--- src/esd_pkg.sv ---
// Shared types and constants for the escape sequence decoder.
// Used by the front end, the command queue, the back end and the top level.
// No dependencies.
package esd_pkg;

    localparam int LEN_BITS = 16;
    localparam int DLEN_W   = 16;
    localparam int QDEPTH   = 2;

    localparam logic [1:0] MODE_NORMAL = 2'd0;
    localparam logic [1:0] MODE_ESCAPE = 2'd1;
    localparam logic [1:0] MODE_HEX    = 2'd2;
    localparam logic [1:0] MODE_OCTAL  = 2'd3;

    localparam logic [7:0] CH_BSLASH  = 8'h5C;
    localparam logic [7:0] CH_NEWLINE = 8'h0A;
    localparam logic [7:0] CH_QMARK   = 8'h3F;
    localparam logic [7:0] CH_A       = 8'h61;
    localparam logic [7:0] CH_B       = 8'h62;
    localparam logic [7:0] CH_C       = 8'h63;
    localparam logic [7:0] CH_F       = 8'h66;
    localparam logic [7:0] CH_N       = 8'h6E;
    localparam logic [7:0] CH_R       = 8'h72;
    localparam logic [7:0] CH_T       = 8'h74;
    localparam logic [7:0] CH_V       = 8'h76;
    localparam logic [7:0] CH_X_LOW   = 8'h78;
    localparam logic [7:0] CH_X_UP    = 8'h58;

    localparam logic [7:0] CODE_BEL = 8'h07;
    localparam logic [7:0] CODE_BS  = 8'h08;
    localparam logic [7:0] CODE_TAB = 8'h09;
    localparam logic [7:0] CODE_LF  = 8'h0A;
    localparam logic [7:0] CODE_VT  = 8'h0B;
    localparam logic [7:0] CODE_FF  = 8'h0C;
    localparam logic [7:0] CODE_CR  = 8'h0D;

    localparam logic [7:0] COLOR_RESET = 8'h1C;

    typedef logic [LEN_BITS-1:0] len_t;

    // One queued command: up to two decoded bytes and the end-of-string flag.
    typedef struct packed {
        logic [1:0] n;
        logic [7:0] b0;
        logic [7:0] b1;
        logic       last;
    } esd_cmd_t;

    function automatic logic [DLEN_W-1:0] sat_len(input len_t c);
        logic [LEN_BITS:0] wide;
        logic [LEN_BITS:0] lim;
        wide = {1'b0, c};
        lim  = (LEN_BITS + 1)'({DLEN_W{1'b1}});
        if (wide > lim)
            return {DLEN_W{1'b1}};
        else
            return DLEN_W'(c);
    endfunction

endpackage

--- src/esd_front.sv ---
// Front end of the escape sequence decoder: accepts raw bytes and turns them into commands.
// Depends on esd_pkg.
module esd_front (
    input  logic             clk,
    input  logic             rst_n,
    input  logic             in_valid,
    input  logic [7:0]       in_char,
    input  logic             in_last,
    input  logic             q_ready,
    input  logic [7:0]       color_byte,
    output logic             in_ready,
    output logic             push,
    output esd_pkg::esd_cmd_t cmd
);

    logic [1:0] mode_reg;
    logic [1:0] mode_next;
    logic [1:0] cnt_reg;
    logic [1:0] cnt_next;
    logic [7:0] acc_reg;
    logic [7:0] acc_next;
    logic [1:0] n;
    logic [7:0] b0;
    logic [7:0] b1;
    logic       dv;
    logic [3:0] dval;
    logic       accept;

    always_comb
    begin
        dv   = 1'b0;
        dval = 4'd0;
        if (mode_reg == esd_pkg::MODE_HEX)
        begin
            if (in_char >= 8'h30 && in_char <= 8'h39)
            begin
                dv   = 1'b1;
                dval = 4'(in_char - 8'h30);
            end
            else if (in_char >= 8'h61 && in_char <= 8'h66)
            begin
                dv   = 1'b1;
                dval = 4'(in_char - 8'h57);
            end
            else if (in_char >= 8'h41 && in_char <= 8'h46)
            begin
                dv   = 1'b1;
                dval = 4'(in_char - 8'h37);
            end
        end
        else if (in_char >= 8'h30 && in_char <= 8'h37)
        begin
            dv   = 1'b1;
            dval = {1'b0, in_char[2:0]};
        end
    end

    always_comb
    begin
        mode_next = mode_reg;
        cnt_next  = cnt_reg;
        acc_next  = acc_reg;
        n         = 2'd0;
        b0        = 8'd0;
        b1        = 8'd0;
        unique case (mode_reg)
            esd_pkg::MODE_NORMAL:
            begin
                if (in_char == esd_pkg::CH_BSLASH)
                    mode_next = esd_pkg::MODE_ESCAPE;
                else
                begin
                    b0 = in_char;
                    n  = 2'd1;
                end
            end
            esd_pkg::MODE_ESCAPE:
            begin
                mode_next = esd_pkg::MODE_NORMAL;
                n         = 2'd1;
                b0        = in_char;
                unique case (in_char)
                    esd_pkg::CH_A:       b0 = esd_pkg::CODE_BEL;
                    esd_pkg::CH_B:       b0 = esd_pkg::CODE_BS;
                    esd_pkg::CH_C:       b0 = color_byte;
                    esd_pkg::CH_F:       b0 = esd_pkg::CODE_FF;
                    esd_pkg::CH_N:       b0 = esd_pkg::CODE_LF;
                    esd_pkg::CH_T:       b0 = esd_pkg::CODE_TAB;
                    esd_pkg::CH_R:       b0 = esd_pkg::CODE_CR;
                    esd_pkg::CH_V:       b0 = esd_pkg::CODE_VT;
                    esd_pkg::CH_QMARK:   b0 = esd_pkg::CH_QMARK;
                    esd_pkg::CH_NEWLINE: n  = 2'd0;
                    esd_pkg::CH_X_LOW, esd_pkg::CH_X_UP:
                    begin
                        n         = 2'd0;
                        mode_next = esd_pkg::MODE_HEX;
                        acc_next  = 8'd0;
                        cnt_next  = 2'd0;
                    end
                    default:
                    begin
                        if (in_char >= 8'h30 && in_char <= 8'h37)
                        begin
                            n         = 2'd0;
                            mode_next = esd_pkg::MODE_OCTAL;
                            acc_next  = {5'd0, in_char[2:0]};
                            cnt_next  = 2'd1;
                        end
                    end
                endcase
            end
            default:
            begin
                if (!dv)
                begin
                    b0        = acc_reg;
                    n         = 2'd1;
                    mode_next = esd_pkg::MODE_NORMAL;
                    if (in_char == esd_pkg::CH_BSLASH)
                        mode_next = esd_pkg::MODE_ESCAPE;
                    else
                    begin
                        b1 = in_char;
                        n  = 2'd2;
                    end
                end
                else
                begin
                    if (mode_reg == esd_pkg::MODE_HEX)
                        acc_next = {acc_reg[3:0], dval};
                    else
                        acc_next = {acc_reg[4:0], dval[2:0]};
                    cnt_next = cnt_reg + 2'd1;
                    if ((mode_reg == esd_pkg::MODE_HEX && cnt_next >= 2'd2) ||
                        (mode_reg == esd_pkg::MODE_OCTAL && cnt_next == 2'd3))
                    begin
                        b0        = acc_next;
                        n         = 2'd1;
                        mode_next = esd_pkg::MODE_NORMAL;
                    end
                end
            end
        endcase

        if (in_last)
        begin
            if (mode_next == esd_pkg::MODE_HEX || mode_next == esd_pkg::MODE_OCTAL)
            begin
                if (n == 2'd0)
                    b0 = acc_next;
                else
                    b1 = acc_next;
                n = n + 2'd1;
            end
            mode_next = esd_pkg::MODE_NORMAL;
            cnt_next  = 2'd0;
            acc_next  = 8'd0;
        end
    end

    assign in_ready = q_ready;
    assign accept   = in_valid && q_ready;
    assign push     = accept && (n != 2'd0 || in_last);
    assign cmd      = '{n: n, b0: b0, b1: b1, last: in_last};

    always_ff @(posedge clk or negedge rst_n)
    begin
        if (!rst_n)
        begin
            mode_reg <= esd_pkg::MODE_NORMAL;
            cnt_reg  <= 2'd0;
            acc_reg  <= 8'd0;
        end
        else if (accept)
        begin
            mode_reg <= mode_next;
            cnt_reg  <= cnt_next;
            acc_reg  <= acc_next;
        end
    end

endmodule

--- src/esd_queue.sv ---
// Two-entry command queue between the decoder front end and the back end.
// Depends on esd_pkg.
module esd_queue (
    input  logic              clk,
    input  logic              rst_n,
    input  logic              push,
    input  esd_pkg::esd_cmd_t wr_cmd,
    input  logic              pop,
    output logic              not_full,
    output logic              not_empty,
    output esd_pkg::esd_cmd_t rd_cmd
);

    esd_pkg::esd_cmd_t mem_reg [esd_pkg::QDEPTH];
    logic       wptr_reg;
    logic       rptr_reg;
    logic [1:0] cnt_reg;
    logic [1:0] cnt_next;

    assign not_full  = cnt_reg != 2'(esd_pkg::QDEPTH);
    assign not_empty = cnt_reg != 2'd0;
    assign rd_cmd    = mem_reg[rptr_reg];

    always_comb
    begin
        cnt_next = cnt_reg;
        if (push && !pop)
            cnt_next = cnt_reg + 2'd1;
        else if (pop && !push)
            cnt_next = cnt_reg - 2'd1;
    end

    always_ff @(posedge clk)
    begin
        if (push)
            mem_reg[wptr_reg] <= wr_cmd;
    end

    always_ff @(posedge clk or negedge rst_n)
    begin
        if (!rst_n)
        begin
            wptr_reg <= 1'b0;
            rptr_reg <= 1'b0;
            cnt_reg  <= 2'd0;
        end
        else
        begin
            if (push)
                wptr_reg <= ~wptr_reg;
            if (pop)
                rptr_reg <= ~rptr_reg;
            cnt_reg <= cnt_next;
        end
    end

endmodule

--- src/esd_back.sv ---
// Back end of the escape sequence decoder: emits one result per cycle while out_ready allows, and counts length.
// Depends on esd_pkg.
module esd_back (
    input  logic              clk,
    input  logic              rst_n,
    input  logic              q_valid,
    input  esd_pkg::esd_cmd_t head,
    output logic              pop,
    output logic              out_valid,
    input  logic              out_ready,
    output logic [7:0]        out_byte,
    output logic              has_byte,
    output logic              is_final,
    output logic [esd_pkg::DLEN_W-1:0] out_len
);

    logic                  m_valid_reg;
    logic [7:0]            byte_reg;
    logic                  has_reg;
    logic                  final_reg;
    logic [esd_pkg::DLEN_W-1:0] len_reg;
    logic                  sub_reg;
    esd_pkg::len_t         count_reg;
    esd_pkg::len_t         count_inc;
    logic                  load;
    logic                  fire;
    logic                  bare;
    logic                  last_piece;
    logic [7:0]            sel_byte;

    assign load       = !m_valid_reg || out_ready;
    assign fire       = load && q_valid;
    assign bare       = head.n == 2'd0;
    assign last_piece = bare || head.n == 2'd1 || sub_reg;
    assign sel_byte   = sub_reg ? head.b1 : head.b0;
    assign count_inc  = (count_reg == {esd_pkg::LEN_BITS{1'b1}}) ? count_reg
                                                                 : count_reg + 1'b1;
    assign pop        = fire && last_piece;

    always_ff @(posedge clk)
    begin
        if (fire)
        begin
            byte_reg  <= bare ? 8'd0 : sel_byte;
            has_reg   <= !bare;
            final_reg <= head.last && last_piece;
            len_reg   <= esd_pkg::sat_len(bare ? count_reg : count_inc);
        end
    end

    always_ff @(posedge clk or negedge rst_n)
    begin
        if (!rst_n)
        begin
            m_valid_reg <= 1'b0;
            sub_reg     <= 1'b0;
            count_reg   <= '0;
        end
        else if (fire)
        begin
            m_valid_reg <= 1'b1;
            sub_reg     <= !last_piece;
            if (head.last && last_piece)
                count_reg <= '0;
            else if (!bare)
                count_reg <= count_inc;
        end
        else if (load)
        begin
            m_valid_reg <= 1'b0;
        end
    end

    assign out_valid = m_valid_reg;
    assign out_byte  = byte_reg;
    assign has_byte  = has_reg;
    assign is_final  = final_reg;
    assign out_len   = len_reg;

endmodule

--- src/escape_sequence_decoder.sv ---
// Top level of the escape sequence decoder: front end, command queue and back end.
// Depends on esd_pkg, esd_front, esd_queue and esd_back.
//
//  Channel   Signals                         Content
//  s_*       s_tvalid s_tready s_tdata s_tlast   raw string bytes in
//  m_*       m_tvalid m_tready m_tdata m_tuser m_tlast   decoded results out
//  cfg_*     cfg_valid cfg_ready cfg_data    backslash-c byte register
//
// One input byte is accepted per cycle while s_tready is high; results leave one per
// cycle from an output register while m_tready allows. An input byte that produces two
// results holds the back end while it emits the second, and the two-entry queue absorbs it.
// rst_n clears the decoder state, queue and length counter and sets the register to 28.
// Either side may stall independently; a full queue deasserts s_tready.
module escape_sequence_decoder (
    input  logic        clk,
    input  logic        rst_n,
    input  logic        s_tvalid,
    output logic        s_tready,
    input  logic [7:0]  s_tdata,   // [7:0] in_char
    input  logic        s_tlast,
    output logic        m_tvalid,
    input  logic        m_tready,
    output logic [23:0] m_tdata,   // [7:0] out_byte, [23:8] decoded_length
    output logic        m_tuser,   // [0] has_byte
    output logic        m_tlast,
    input  logic        cfg_valid,
    output logic        cfg_ready,
    input  logic [7:0]  cfg_data
);

    logic [7:0]        color_reg;
    logic              q_ready;
    logic              q_valid;
    logic              push;
    logic              pop;
    esd_pkg::esd_cmd_t wr_cmd;
    esd_pkg::esd_cmd_t head;
    logic [7:0]        out_byte;
    logic [esd_pkg::DLEN_W-1:0] out_len;

    assign cfg_ready = 1'b1;

    always_ff @(posedge clk or negedge rst_n)
    begin
        if (!rst_n)
            color_reg <= esd_pkg::COLOR_RESET;
        else if (cfg_valid)
            color_reg <= cfg_data;
    end

    esd_front u_front (
        .clk        (clk),
        .rst_n      (rst_n),
        .in_valid   (s_tvalid),
        .in_char    (s_tdata),
        .in_last    (s_tlast),
        .q_ready    (q_ready),
        .color_byte (color_reg),
        .in_ready   (s_tready),
        .push       (push),
        .cmd        (wr_cmd)
    );

    esd_queue u_queue (
        .clk       (clk),
        .rst_n     (rst_n),
        .push      (push),
        .wr_cmd    (wr_cmd),
        .pop       (pop),
        .not_full  (q_ready),
        .not_empty (q_valid),
        .rd_cmd    (head)
    );

    esd_back u_back (
        .clk       (clk),
        .rst_n     (rst_n),
        .q_valid   (q_valid),
        .head      (head),
        .pop       (pop),
        .out_valid (m_tvalid),
        .out_ready (m_tready),
        .out_byte  (out_byte),
        .has_byte  (m_tuser),
        .is_final  (m_tlast),
        .out_len   (out_len)
    );

    assign m_tdata = {out_len, out_byte};

    a_bare_is_final: assert property (@(posedge clk) disable iff (!rst_n)
        m_tvalid && !m_tuser |-> m_tlast && m_tdata[7:0] == 8'd0)
        else $error("End marker without final flag or with nonzero byte.");

    a_byte_has_length: assert property (@(posedge clk) disable iff (!rst_n)
        m_tvalid && m_tuser |-> m_tdata[23:8] != 16'd0)
        else $error("Decoded byte reported with zero length.");

    a_pop_needs_entry: assert property (@(posedge clk) disable iff (!rst_n)
        pop |-> q_valid)
        else $error("Back end consumed a command from an empty queue.");

    a_full_blocks_input: assert property (@(posedge clk) disable iff (!rst_n)
        push |-> s_tready)
        else $error("Command written while the queue was full.");

endmodule
--- config.mk ---
export PLATFORM = sky130hd
export DESIGN_NAME = escape_sequence_decoder
export DESIGN_NICKNAME = d
export VERILOG_FILES = /design/src/esd_pkg.sv /design/src/esd_front.sv /design/src/esd_queue.sv /design/src/esd_back.sv /design/src/escape_sequence_decoder.sv
export SDC_FILE = /design/constraint.sdc
export NUM_CORES = 1
export LEC_CHECK = 0
export BUFFER_PORTS_ARGS = -buffer_cell sky130_fd_sc_hd__clkbuf_2
export CAP_MARGIN = 20
export CORE_MARGIN = 1
export CORE_UTILIZATION = 55
export CTS_CLUSTER_DIAMETER = 80
export DETAILED_ROUTE_END_ITERATION = 10
export GPL_ROUTABILITY_DRIVEN = 0
export GPL_TIMING_DRIVEN = 0
export PLACE_DENSITY = 0.71
export SLEW_MARGIN = 20
export SYNTH_ARGS = -nofsm -noshare
export SYNTH_HDL_FRONTEND = slang
export SYNTH_SLANG_ARGS = --single-unit
--- constraint.sdc ---
create_clock -name clk -period 4.6 [get_ports clk]
set_clock_uncertainty 0.15 [all_clocks]
set_input_delay 0.92 -clock clk [delete_from_list [all_inputs] [get_ports clk]]
set_output_delay 0.92 -clock clk [all_outputs]
set_load 0.1 [all_outputs]
==> metrics.md, run 1 <==
| Metric | Value |
|---|---|
| Status | completed |
| Critical Path RT | 4600 ps |
| Post-Synthesis Cells | 556 |
| Final WS setup | 217 ps |
| Cell Pwr Density | 542 nW/um^2 |
| Post-Syn Area | 5880 um^2 |
| Die extent in y | 105 um |
| Rows | 37 |
| Worst-Margin Slew | 983 ps |
| Hold WS | 365 ps |
| Seq/Total Area, Yosys | 0.506 |
| Detailed placer's ending HPWL | 10100 um |
| Kind of launch point of the worst setup path | input pin |
| Largest net degree at the start of global routing | 43 |
| Postcts setup bufs | 0 |
| Largest register FFs | 38 |
| Layout area overhead | 11.2% |
| First-pass iteration count of the detailed router | 5 |
| Drt drc | 0 |
| Die W | 105 um |
| Tmin final | 4380 ps |
| R2R Setup Slk | 900 ps |
| Post-DRT Antenna Nets | 0 |
| Area leader, netlist | edfxtp_1 |
| CTS tree | yes |
| CP Capture Type | flop |
| Top FF cell, synth | edfxtp_1 |
| Deepest clock path buffer count | 2 |
| WL per Instance | 18.4 um |
| Unrepaired setup endpoints after global routing | false |
| Final period util | 0.953 |
| EDFF count, synth | 64 |
| F_max | 228 MHz |
| Area after DPL | 6350 um^2 |
| Num CTS Buffers | 9 |
| Synth unique cells | 73 |
| Effective utilization at floorplan | 0.567 |
| Skew-Pair Late Insertion Delay | 370 ps |
| Fillers | 877 |
| Setup TNS | 0 ps |
| Synthesis Warnings | 0 |
| Mean number of vias per cell | 6.37 |
| H-tree Lvls | 3 |
| Synth cell count leaders | 64 x edfxtp_1, 47 x nand2_1, 39 x dfrtp_1, 39 x o21ai_0, 35 x nor2_1 |
| Global-route usage over all layers | 0.258 |
| Cell with the most instances after synthesis | edfxtp_1 |
| Setup CP Type | input pin to flop |
| I/O Buffers | 47 |
| Global route overflow | 0 |
| DR vias | 4821 |
| Vias in the first global route | 4368 |
| Worst rel slew slack | 0.335 |
| Worst hold path class | flop to flop |
| Final Hold Fails | 0 |
| Fin area | 6540 um^2 |
| Syn_area_per_cell | 10.6 um^2 |
| Synth async-reset ratio | 0.396 |
| Static Leak | 0.00247 uW |
| Final net count | 646 |
| Initial antenna violation count | 0 |
| Setup violators final | 0 |
| Layout cells sized above 1 | 0.187 |
| Maxcap violations | 0 |
| Worst VDD drop | 422 uV |
| Crit path DAT | 4380 ps |
| Post-Syn Nets | 586 |
| Yosys reg bits | 106 |
| Total power | 3550 uW |
| Ant diodes | 0 |
| Total core area | 10400 um^2 |
| Clk root buf | clkbuf_8 |
| Post-Route WL | 13900 um |
| Crit path max fanout | 10 |
| Largest cells by area after synthesis | edfxtp_1 33%, dfrtp_1 17%, o21ai_0 3.3%, mux2_2 3.3%, mux4_2 3.1% |
| Post-Place Setup Slack | -684 ps |
| CTS Sinks | 106 |
| Slew Viols, Final | 0 |
| Worst-path clk slew | 100 ps |
| Starting DRC count in detailed routing | 453 |
| Top-area cell type share of the netlist area | 0.327 |
| Global-route wire length before repair | 22100 um |
| Die Footprint | 11100 um^2 |
| I/O pin cnt | 51 |
==> final timing paths <==
check	startpoint	endpoint	cells past startpoint
max in group asynchronous	rst_n	u_back.count_reg[12]	1
min in group asynchronous	rst_n	u_front.acc_reg[7]	1
setup / recovery	s_tdata[0]	u_queue.mem_reg[1][10]	13
setup reg to reg	u_front.mode_reg[1]	u_queue.mem_reg[1][10]	11
hold / removal	u_queue.cnt_reg[1]	u_queue.cnt_reg[1]	1
hold reg to reg	u_queue.cnt_reg[1]	u_queue.cnt_reg[1]	1
==> cell usage in the layout, fill, tap and decap left out, drive strengths merged, types with 4 or more instances in the layout <==
cell,instances
xnor2,11
inv,19
o22ai,8
nor2b,7
mux4,8
nand3,14
a31oi,8
a22o,12
clkbuf,85
mux2,17
o31ai,12
and2,12
nand2,47
nand2b,8
nor3,17
o21ai,40
buf,10
a21oi,21
xor2,5
a32oi,5
edfxtp,64
a22oi,6
ha,8
nor2,35
and3,9
nand4,10
dfrtp,39
nor4,4
==> power breakdown <==
group / switching [uW] / internal [uW] / total (uW)
Combinational: 1230 / 390 / 1620
Clock: 324 / 200 / 524
Sequential: 93.2 / 1320 / 1410
==> cell families (layout without fill, tap and decap cells) <==
group | Yosys count | count (layout) | synth area share
and+or+nand+nor | 186 | 186 | 0.164
AOI/OAI and AO/OA | 156 | 156 | 0.183
DFF | 106 | 106 | 0.506
buffers and inverters | 55 | 120 | 0.0372
muxes | 28 | 28 | 0.0683
xor gates and xnor gates | 16 | 16 | 0.0238
adders and majority gates | 8 | 8 | 0.0170
other | 1 | 1 | 0.000637
==> critical path, stage by stage <==
cell      delay, ps
clkbuf_2        190
inv_1           220
ha_1            330
nand4b_1        260
nor3_2          560
nor2_1          130
or3_1           390
o31ai_1         120
ha_1            240
o211a_1         290
buf_2           280
a31oi_1          70
a32oi_1         380
==> area by class of cell <==
cell class	instances	area, um^2	area share
Multi-Input combinational cell	395	2720	0.415
Clock inverter	7	52.6	0.00803
Timing Repair Buffer	50	288	0.0440
Buffer	36	149	0.0228
Inverter	18	67.6	0.0103
Sequential cell	106	2980	0.455
Clock buffer	9	124	0.0189
Tap cell	136	170	0.0260
==> through the flow <==
stage               utilization  instances
finish                    0.631        757
global route              0.631        757
CTS                       0.631        758
detailed placement        0.612        742
global placement          0.606        739
floorplan                     -        556
==> routing by layer <==
layer  part of all wire  GRT usage
met5                  0          0
met4              0.024     0.0986
met3              0.072     0.0334
met2               0.45      0.392
met1               0.45      0.377
==> repair_timing <==
action | in CTS | in global routing
gates resized for setup | 3 | 1
hold endpoints to repair | 0 | 0
hold buffers | 0 | 0
endpoints found under the setup margin | 14 | 9
No activity file was read; power rests on OpenSTA's default activity.
==> run 2: changes to the inputs <==
--- a/config.mk
+++ b/config.mk
@@ -5,6 +5,7 @@
 export SDC_FILE = /design/constraint.sdc
 export NUM_CORES = 1
 export LEC_CHECK = 0
+export ABC_AREA = 1
 export BUFFER_PORTS_ARGS = -buffer_cell sky130_fd_sc_hd__clkbuf_2
 export CAP_MARGIN = 20
 export CORE_MARGIN = 1
==> constraint.sdc (replaced) <==
create_clock -name clk -period 4.64 [get_ports clk]
set_clock_uncertainty 0.15 [all_clocks]
set_input_delay 0.928 -clock clk [delete_from_list [all_inputs] [get_ports clk]]
set_output_delay 0.928 -clock clk [all_outputs]
set_load 0.1 [all_outputs]
==> metrics.md, run 2 <==
| Metric | Value |
|---|---|
| Status | completed |
| Synth cell count leaders | 202 x nand2_1, 84 x nor2_1, 81 x inv_1, 66 x nand3_1, 65 x o21ai_0 |
| DR vias | 5434 (+13%) |
| Total core area | 10800 um^2 (+4.1%) |
| Yosys reg bits | 106 (unchanged) |
| Final period util | 0.789 |
| Largest family of logic cells by synthesized area | simple AND/OR/NAND/NOR gates |
| Setup CP Type | input pin to flop |
| Starting DRC count in detailed routing | 503 (+11%) |
| Skew-Pair Late Insertion Delay | 370 ps (about the same) |
| Most Crowded Layer GR | met2 |
| Total power | 3600 uW (+1.6%) |
| Largest register FFs | 38 (unchanged) |
| Layout area overhead | 10.8% |
| Synth async-reset ratio | 0.396 (unchanged) |
| Setup violators final | 0 (unchanged) |
| Seq. cell area | 2980 um^2 (unchanged) |
| Final Hold Fails | 0 (unchanged) |
| Static Leak | 0.00308 uW (+25%) |
| Post-CTS sizing | 0 (-3) |
| Worst-Margin Slew | 733 ps (-250 ps) |
| Syn_area_per_cell | 8.06 um^2 (-24%) |
| Final net count | 847 (+31%) |
| Post-Synthesis Cells | 755 (+36%) |
| Largest net degree at the start of global routing | 43 (unchanged) |
| Fillers | 972 (+11%) |
| Post-DRT Antenna Nets | 0 (unchanged) |
| Most common cell after layout, fill and taps aside | nand2_1 |
| Most frequent cells in the layout | 202 x nand2_1, 83 x nor2_1, 81 x inv_1 |
| Rows | 38 (+2.7%) |
| Layout cells sized above 1 | 0.147 (-0.0396) |
| I/O Buffers | 49 (+4.3%) |
| Maxcap violations | 0 (unchanged) |
| Ant diodes | 0 (unchanged) |
| Num CTS Buffers | 9 (unchanged) |
| Top FF cell, synth | edfxtp_1 |
| Post-Route WL | 15400 um (+11%) |
| Area leader, netlist | edfxtp_1 |
| Synth Area in XOR/XNOR | 0.0173 (-0.00654) |
| CTS Sinks | 106 (unchanged) |
| Worst rel slew slack | 0.511 (+0.175) |
| GRT met1 Usage | 0.375 (-0.00163) |
| Global route overflow | 0 (unchanged) |
| F_max | 273 MHz |
| CTS tree | yes |
| Critical Path RT | 4630 ps (+30 ps) |
| First-pass iteration count of the detailed router | 5 (unchanged) |
| Kind of launch point of the worst setup path | input pin |
| Die extent in y | 107 um (+1.6%) |
| Global-route usage over all layers | 0.286 (+0.0284) |
| Cell Pwr Density | 535 nW/um^2 (-1.4%) |
| Crit path max fanout | 10 (unchanged) |
| Cell with the most instances after synthesis | nand2_1 |
| Worst hold path class | flop to flop |
| Met3 usage | 0.0505 (+0.0171) |
| Die Footprint | 11500 um^2 (+3.3%) |
| Worst VDD drop | 411 uV (-2.6%) |
| CTS Hold Bufs | 0 (unchanged) |
| Area taken by multi-input logic gates | 2690 um^2 (-1.2%) |
| Mean number of vias per cell | 5.65 (-11%) |
| Crit path DAT | 3650 ps (-730 ps) |
| Seq/Total Area, Yosys | 0.489 (-0.0165) |
| Synthesis Warnings | 0 (unchanged) |
| Drt drc | 0 (unchanged) |
| Post-synthesis simple-gate area fraction | 0.296 (+0.132) |
| Synth unique cells | 45 (-38%) |
| Global-route wire length before repair | 25300 um (+14%) |
| H-tree Lvls | 3 (unchanged) |
| WL per Instance | 16.0 um (-13%) |
| Post-Synth Adder-Cell Area | 0.0165 (-0.000557) |
| Deepest clock path buffer count | 2 (unchanged) |
| Postcts setup bufs | 0 (unchanged) |
| CP Capture Type | flop |
| EDFF count, synth | 64 (unchanged) |
| Tmin final | 3660 ps |
| Post-Route Utilization | 0.624 (-0.00664) |
| Clk root buf | clkbuf_8 |
| Dpl cells | 946 (+27%) |
| I/O pin cnt | 51 (unchanged) |
| Largest cells by area after synthesis | edfxtp_1 32%, dfrtp_1 16%, nand2_1 12%, nand3_1 5.4%, o21ai_0 5.3% |
| Synth Area in Compound Gates | 0.102 (-0.0817) |
| Final std cells w/o fill | 962 (+27%) |
| Met2 Use GR | 0.444 (+0.0523) |
| Initial antenna violation count | 0 (unchanged) |
| Top-area cell type share of the netlist area | 0.316 (-0.0107) |
| Post-Syn Area | 6080 um^2 (+3.4%) |
| R2R Setup Slk | 1660 ps (+760 ps) |
| Vias in the first global route | 5121 (+17%) |
| Detailed placer's ending HPWL | 11400 um (+12%) |
| Post-Syn Nets | 785 (+34%) |
| Slew Viols, Final | 0 (unchanged) |
| Die W | 107 um (+1.6%) |
| Unrepaired setup endpoints after global routing | false |
| Worst-path clk slew | 100 ps (about the same) |
| Mux cell area share after synthesis | 0.00885 (-0.0594) |
| Effective utilization at floorplan | 0.564 (-0.00380) |
==> run 2: cell types whose count changed after synthesis, moves of 9 or more <==
| cell | change |
|---|---|
| clkbuf_1 | -21 |
| xnor2_1 | -9 |
| nor3_1 | -14 |
| mux2_2 | -14 |
| nor2_1 | +49 |
| and2_1 | -11 |
| and3_1 | -9 |
| inv_1 | +64 |
| o21ai_0 | +26 |
| a22o_1 | -11 |
| nand3_1 | +52 |
| o31ai_1 | -11 |
| nand2_1 | +155 |
==> run 2: area by class of cell <==
cell class | instances | area share
sequential | 106 | 0.442
inverter | 90 | 0.0505
timing repair buffer | 51 | 0.0425
buffer | 18 | 0.0124
clock buffer | 9 | 0.0184
tap | 140 | 0.0260
multi-input combinational | 541 | 0.398
clock inverter | 7 | 0.0100
==> run 2: per-layer routing <==
layer	share of wire	vias to the layer above
met2	0.46	246
met4	0.050	0
met3	0.075	58
met1	0.42	2508
met5	0	-
li1	-	2622
==> run 2: per-stage QoR <==
stage               hold WS, ps  instance area (um^2)  setup TNS (ps)  setup slack [ps]
floorplan                   292                  6080               0              1070
finish                      345                  6740               0               979
global placement            305                  6500            -539             -29.0
global route                380                  6740               0               766
detailed placement          336                  6550               0               644
CTS                         354                  6740               0              1040
==> run 2: report_power, final <==
group          switching (uW)  internal, uW  leakage (uW)
Sequential               83.9          1300       0.00116
Clock                     325           250      0.000104
Combinational            1340           300       0.00182
==> run 2: worst max-delay path, stage by stage <==
cell and delay, ps:
clkbuf_2 230, inv_1 190, ha_1 300, nor2_1 100
nor2_1 80, o21ai_4 190, nand3_2 190, nand2_4 190
nand2_1 90, nand3_1 110, nand2_1 60, nor2_1 160
ha_1 250, nand4_4 210, inv_2 170, nand2_1 60
nand2_1 60, inv_1 60
==> run 2: worst paths after layout <==
kind,from,end,depth (start not counted)
setup / recovery,s_tdata[0],u_queue.mem_reg[1][10],18
hold / removal,color_reg[4],color_reg[4],2
setup reg to reg,u_front.mode_reg[1],u_queue.mem_reg[1][10],16
hold reg to reg,color_reg[4],color_reg[4],2
max in group asynchronous,rst_n,u_back.count_reg[12],1
min in group asynchronous,rst_n,u_back.out_valid,1
==> run 2: kinds of logic after synthesis <==
group | count (synthesis)
other | 1
and+or+nand+nor | 402
muxes | 5
buffers and inverters | 108
adders and majority gates | 8
DFF | 106
xor gates and xnor gates | 12
AOI/OAI and AO/OA | 113
==> run 3: changes to the inputs <==
--- a/config.mk
+++ b/config.mk
@@ -5,7 +5,7 @@
 export SDC_FILE = /design/constraint.sdc
 export NUM_CORES = 1
 export LEC_CHECK = 0
-export ABC_AREA = 1
+export ABC_AREA = 0
 export BUFFER_PORTS_ARGS = -buffer_cell sky130_fd_sc_hd__clkbuf_2
 export CAP_MARGIN = 20
 export CORE_MARGIN = 1
==> constraint.sdc (replaced) <==
create_clock -name clk -period 3.8 [get_ports clk]
set_clock_uncertainty 0.15 [all_clocks]
set_input_delay 0.76 -clock clk [delete_from_list [all_inputs] [get_ports clk]]
set_output_delay 0.76 -clock clk [all_outputs]
set_load 0.1 [all_outputs]
==> metrics.md, run 3 (synthesized netlist as in run 1, its figures left out) <==
| Metric | Value |
|---|---|
| Layout cells sized above 1 | 0.214 (+0.0669) |
| Sequential share of power | 0.397 (+0.013) |
| Global-route usage over all layers | 0.261 (-0.0252) |
| Final Hold Fails | 0 (unchanged) |
| Largest net degree at the start of global routing | 43 (unchanged) |
| Kind of launch point of the worst setup path | input pin |
| Setup violators final | 0 (unchanged) |
| Worst rel slew slack | 0.352 (-0.158) |
| Worst VDD drop | 510 uV (+24%) |
| R2R Setup Slk | 460 ps (-1200 ps) |
| Num CTS Buffers | 9 (unchanged) |
| Unrepaired setup endpoints after global routing | false |
| Detailed placer's ending HPWL | 10100 um (-11%) |
| I/O Buffers | 47 (-4.1%) |
| Worst-Margin Slew | 969 ps (+236 ps) |
| Status | completed |
| Cell Pwr Density | 647 nW/um^2 (+21%) |
| First-pass iteration count of the detailed router | 5 (unchanged) |
| Initial antenna violation count | 0 (unchanged) |
| Comb power frac | 0.456 (about the same) |
| Final net count | 651 (-23%) |
| Skew-Pair Late Insertion Delay | 380 ps (about the same) |
| Cell breakdown of the critical path | clkbuf_2 > clkbuf_2 > inv_2 > ha_2 > nand4b_1 > buf_4 > nor3_4 > nor2_1 > or3_1 > o31ai_2 > ha_2 > o211a_4 > buf_4 > a31oi_1 > a32oi_1 |
| Ant diodes | 0 (unchanged) |
| Final WS setup | 151 ps (-828 ps) |
| Post-DRT Antenna Nets | 0 (unchanged) |
| Fillers | 860 (-12%) |
| Fin area | 6650 um^2 (-1.3%) |
| F_max | 274 MHz |
| DR vias | 4866 (-10%) |
| Starting DRC count in detailed routing | 554 (+10%) |
| Effective utilization at floorplan | 0.567 (+0.00380) |
| Worst hold path class | input pin to async pin |
| Layout area overhead | 13.1% |
| Static Leak | 0.00250 uW (-19%) |
| Crit path DAT | 3680 ps (+30 ps) |
| Total power | 4300 uW (+19%) |
| WL per Instance | 18.5 um (+16%) |
| Slew Viols, Final | 0 (unchanged) |
| Mean number of vias per cell | 6.39 (+13%) |
| Clock power frac | 0.148 (-0.012) |
| Largest register FFs | 38 (unchanged) |
| Setup CP Type | input pin to flop |
| Most common cell after layout, fill and taps aside | edfxtp_1 |
| Rows | 37 (-2.6%) |
| Maxcap violations | 0 (unchanged) |
| Final period util | 0.960 |
| H-tree Lvls | 3 (unchanged) |
| Switching power | 1990 uW (+14%) |
| Die extent in y | 105 um (-1.6%) |
| Post-Place Setup Slack | -1320 ps (-1970 ps) |
| Vias in the first global route | 4414 (-14%) |
| I/O pin cnt | 51 (unchanged) |
| Area after DPL | 6350 um^2 (-3.0%) |
| Crit path max fanout | 10 (unchanged) |
| Sw frac | 0.463 (-0.0230) |
| Post-Route WL | 14100 um (-8.3%) |
| Critical Path RT | 3830 ps (-800 ps) |
| Internal power | 2310 uW (+25%) |
| Worst-path clk slew | 100 ps (about the same) |
| Global-route wire length before repair | 22300 um (-12%) |
| Most frequent cells in the layout | 64 x edfxtp_1, 49 x clkbuf_2, 47 x nand2_1 |
| Total core area | 10400 um^2 (-3.9%) |
| Global route overflow | 0 (unchanged) |
| CTS tree | yes |
| Drt drc | 0 (unchanged) |
| Die W | 105 um (-1.6%) |
| Critical Path Max Stage Delay | 400 ps (+100 ps) |
| Clk root buf | clkbuf_8 |
| Deepest clock path buffer count | 2 (unchanged) |
| Tmin final | 3650 ps |
| Die Footprint | 11100 um^2 (-3.2%) |
| CP max-delay cell | or3_1 |
| CP Capture Type | flop |
| CTS Sinks | 106 (unchanged) |
==> run 3: worst max-delay path: cells and delay by family <==
| family | cells | cell delay [ps] |
|---|---|---|
| AOI/OAI and AO/OA | 4 | 710 |
| adders and majority gates | 2 | 520 |
| buffers and inverters | 5 | 860 |
| and+or+nand+nor | 4 | 840 |
==> run 3: final cells by class <==
| type | instances | area (um^2) | share of cell area |
|---|---|---|---|
| Buffer | 37 | 156 | 0.0235 |
| Clock buffer | 9 | 124 | 0.0186 |
| Clock inverter | 7 | 52.6 | 0.00790 |
| Inverter | 18 | 67.6 | 0.0102 |
| Multi-Input combinational cell | 395 | 2790 | 0.419 |
| Sequential cell | 106 | 2980 | 0.447 |
| Tap cell | 136 | 170 | 0.0256 |
| Timing Repair Buffer | 54 | 318 | 0.0478 |
==> run 3: final timing paths <==
| path | from | endpoint | cells after the start |
|---|---|---|---|
| setup / recovery | s_tdata[0] | u_queue.mem_reg[0][16] | 15 |
| hold reg to reg | u_queue.cnt_reg[1] | u_queue.cnt_reg[1] | 1 |
| max in group asynchronous | rst_n | u_back.count_reg[10] | 1 |
| min in group clk | u_queue.cnt_reg[1] | u_queue.cnt_reg[1] | 1 |
| setup reg to reg | u_front.mode_reg[1] | u_queue.mem_reg[0][16] | 11 |
| hold / removal | rst_n | u_front.acc_reg[1] | 1 |
==> run 3: metal layers <==
| layer | wire, um | part of all wire | track usage |
|---|---|---|---|
| met4 | 329 | 0.023 | 0.0976 |
| met2 | 6310 | 0.45 | 0.398 |
| met1 | 6330 | 0.45 | 0.380 |
| met3 | 1130 | 0.080 | 0.0377 |
| met5 | 0 | 0 | 0 |
==> run 3: stage by stage <==
stage,setup TNS (ps),hold slack [ps],instances,util
6_report,0,261,762,0.642
5_1_grt,0,306,762,0.642
4_1_cts,0,274,759,0.637
3_5_place_dp,-55280,354,742,0.612
3_3_place_gp,-70360,335,739,0.606
2_1_floorplan,0,314,556,-
==> run 3: timing repair <==
item                                    in CTS  in global routing
buffers inserted                             1                  3
pin swaps                                    2                  5
hold buffers                                 0                  0
resized for setup                           16                  8
endpoints found under the setup margin      74                 19
==> run 3: power by group through the flow <==
stage          Clock, uW  Combinational [uW]  Sequential (uW)
6_report             636                1960             1710
5_1_grt              691                2070             1740
4_1_cts              652                1970             1710
3_5_place_dp           0                1960             1730
3_3_place_gp           0                1880             1720
2_1_floorplan          0                 730             2560
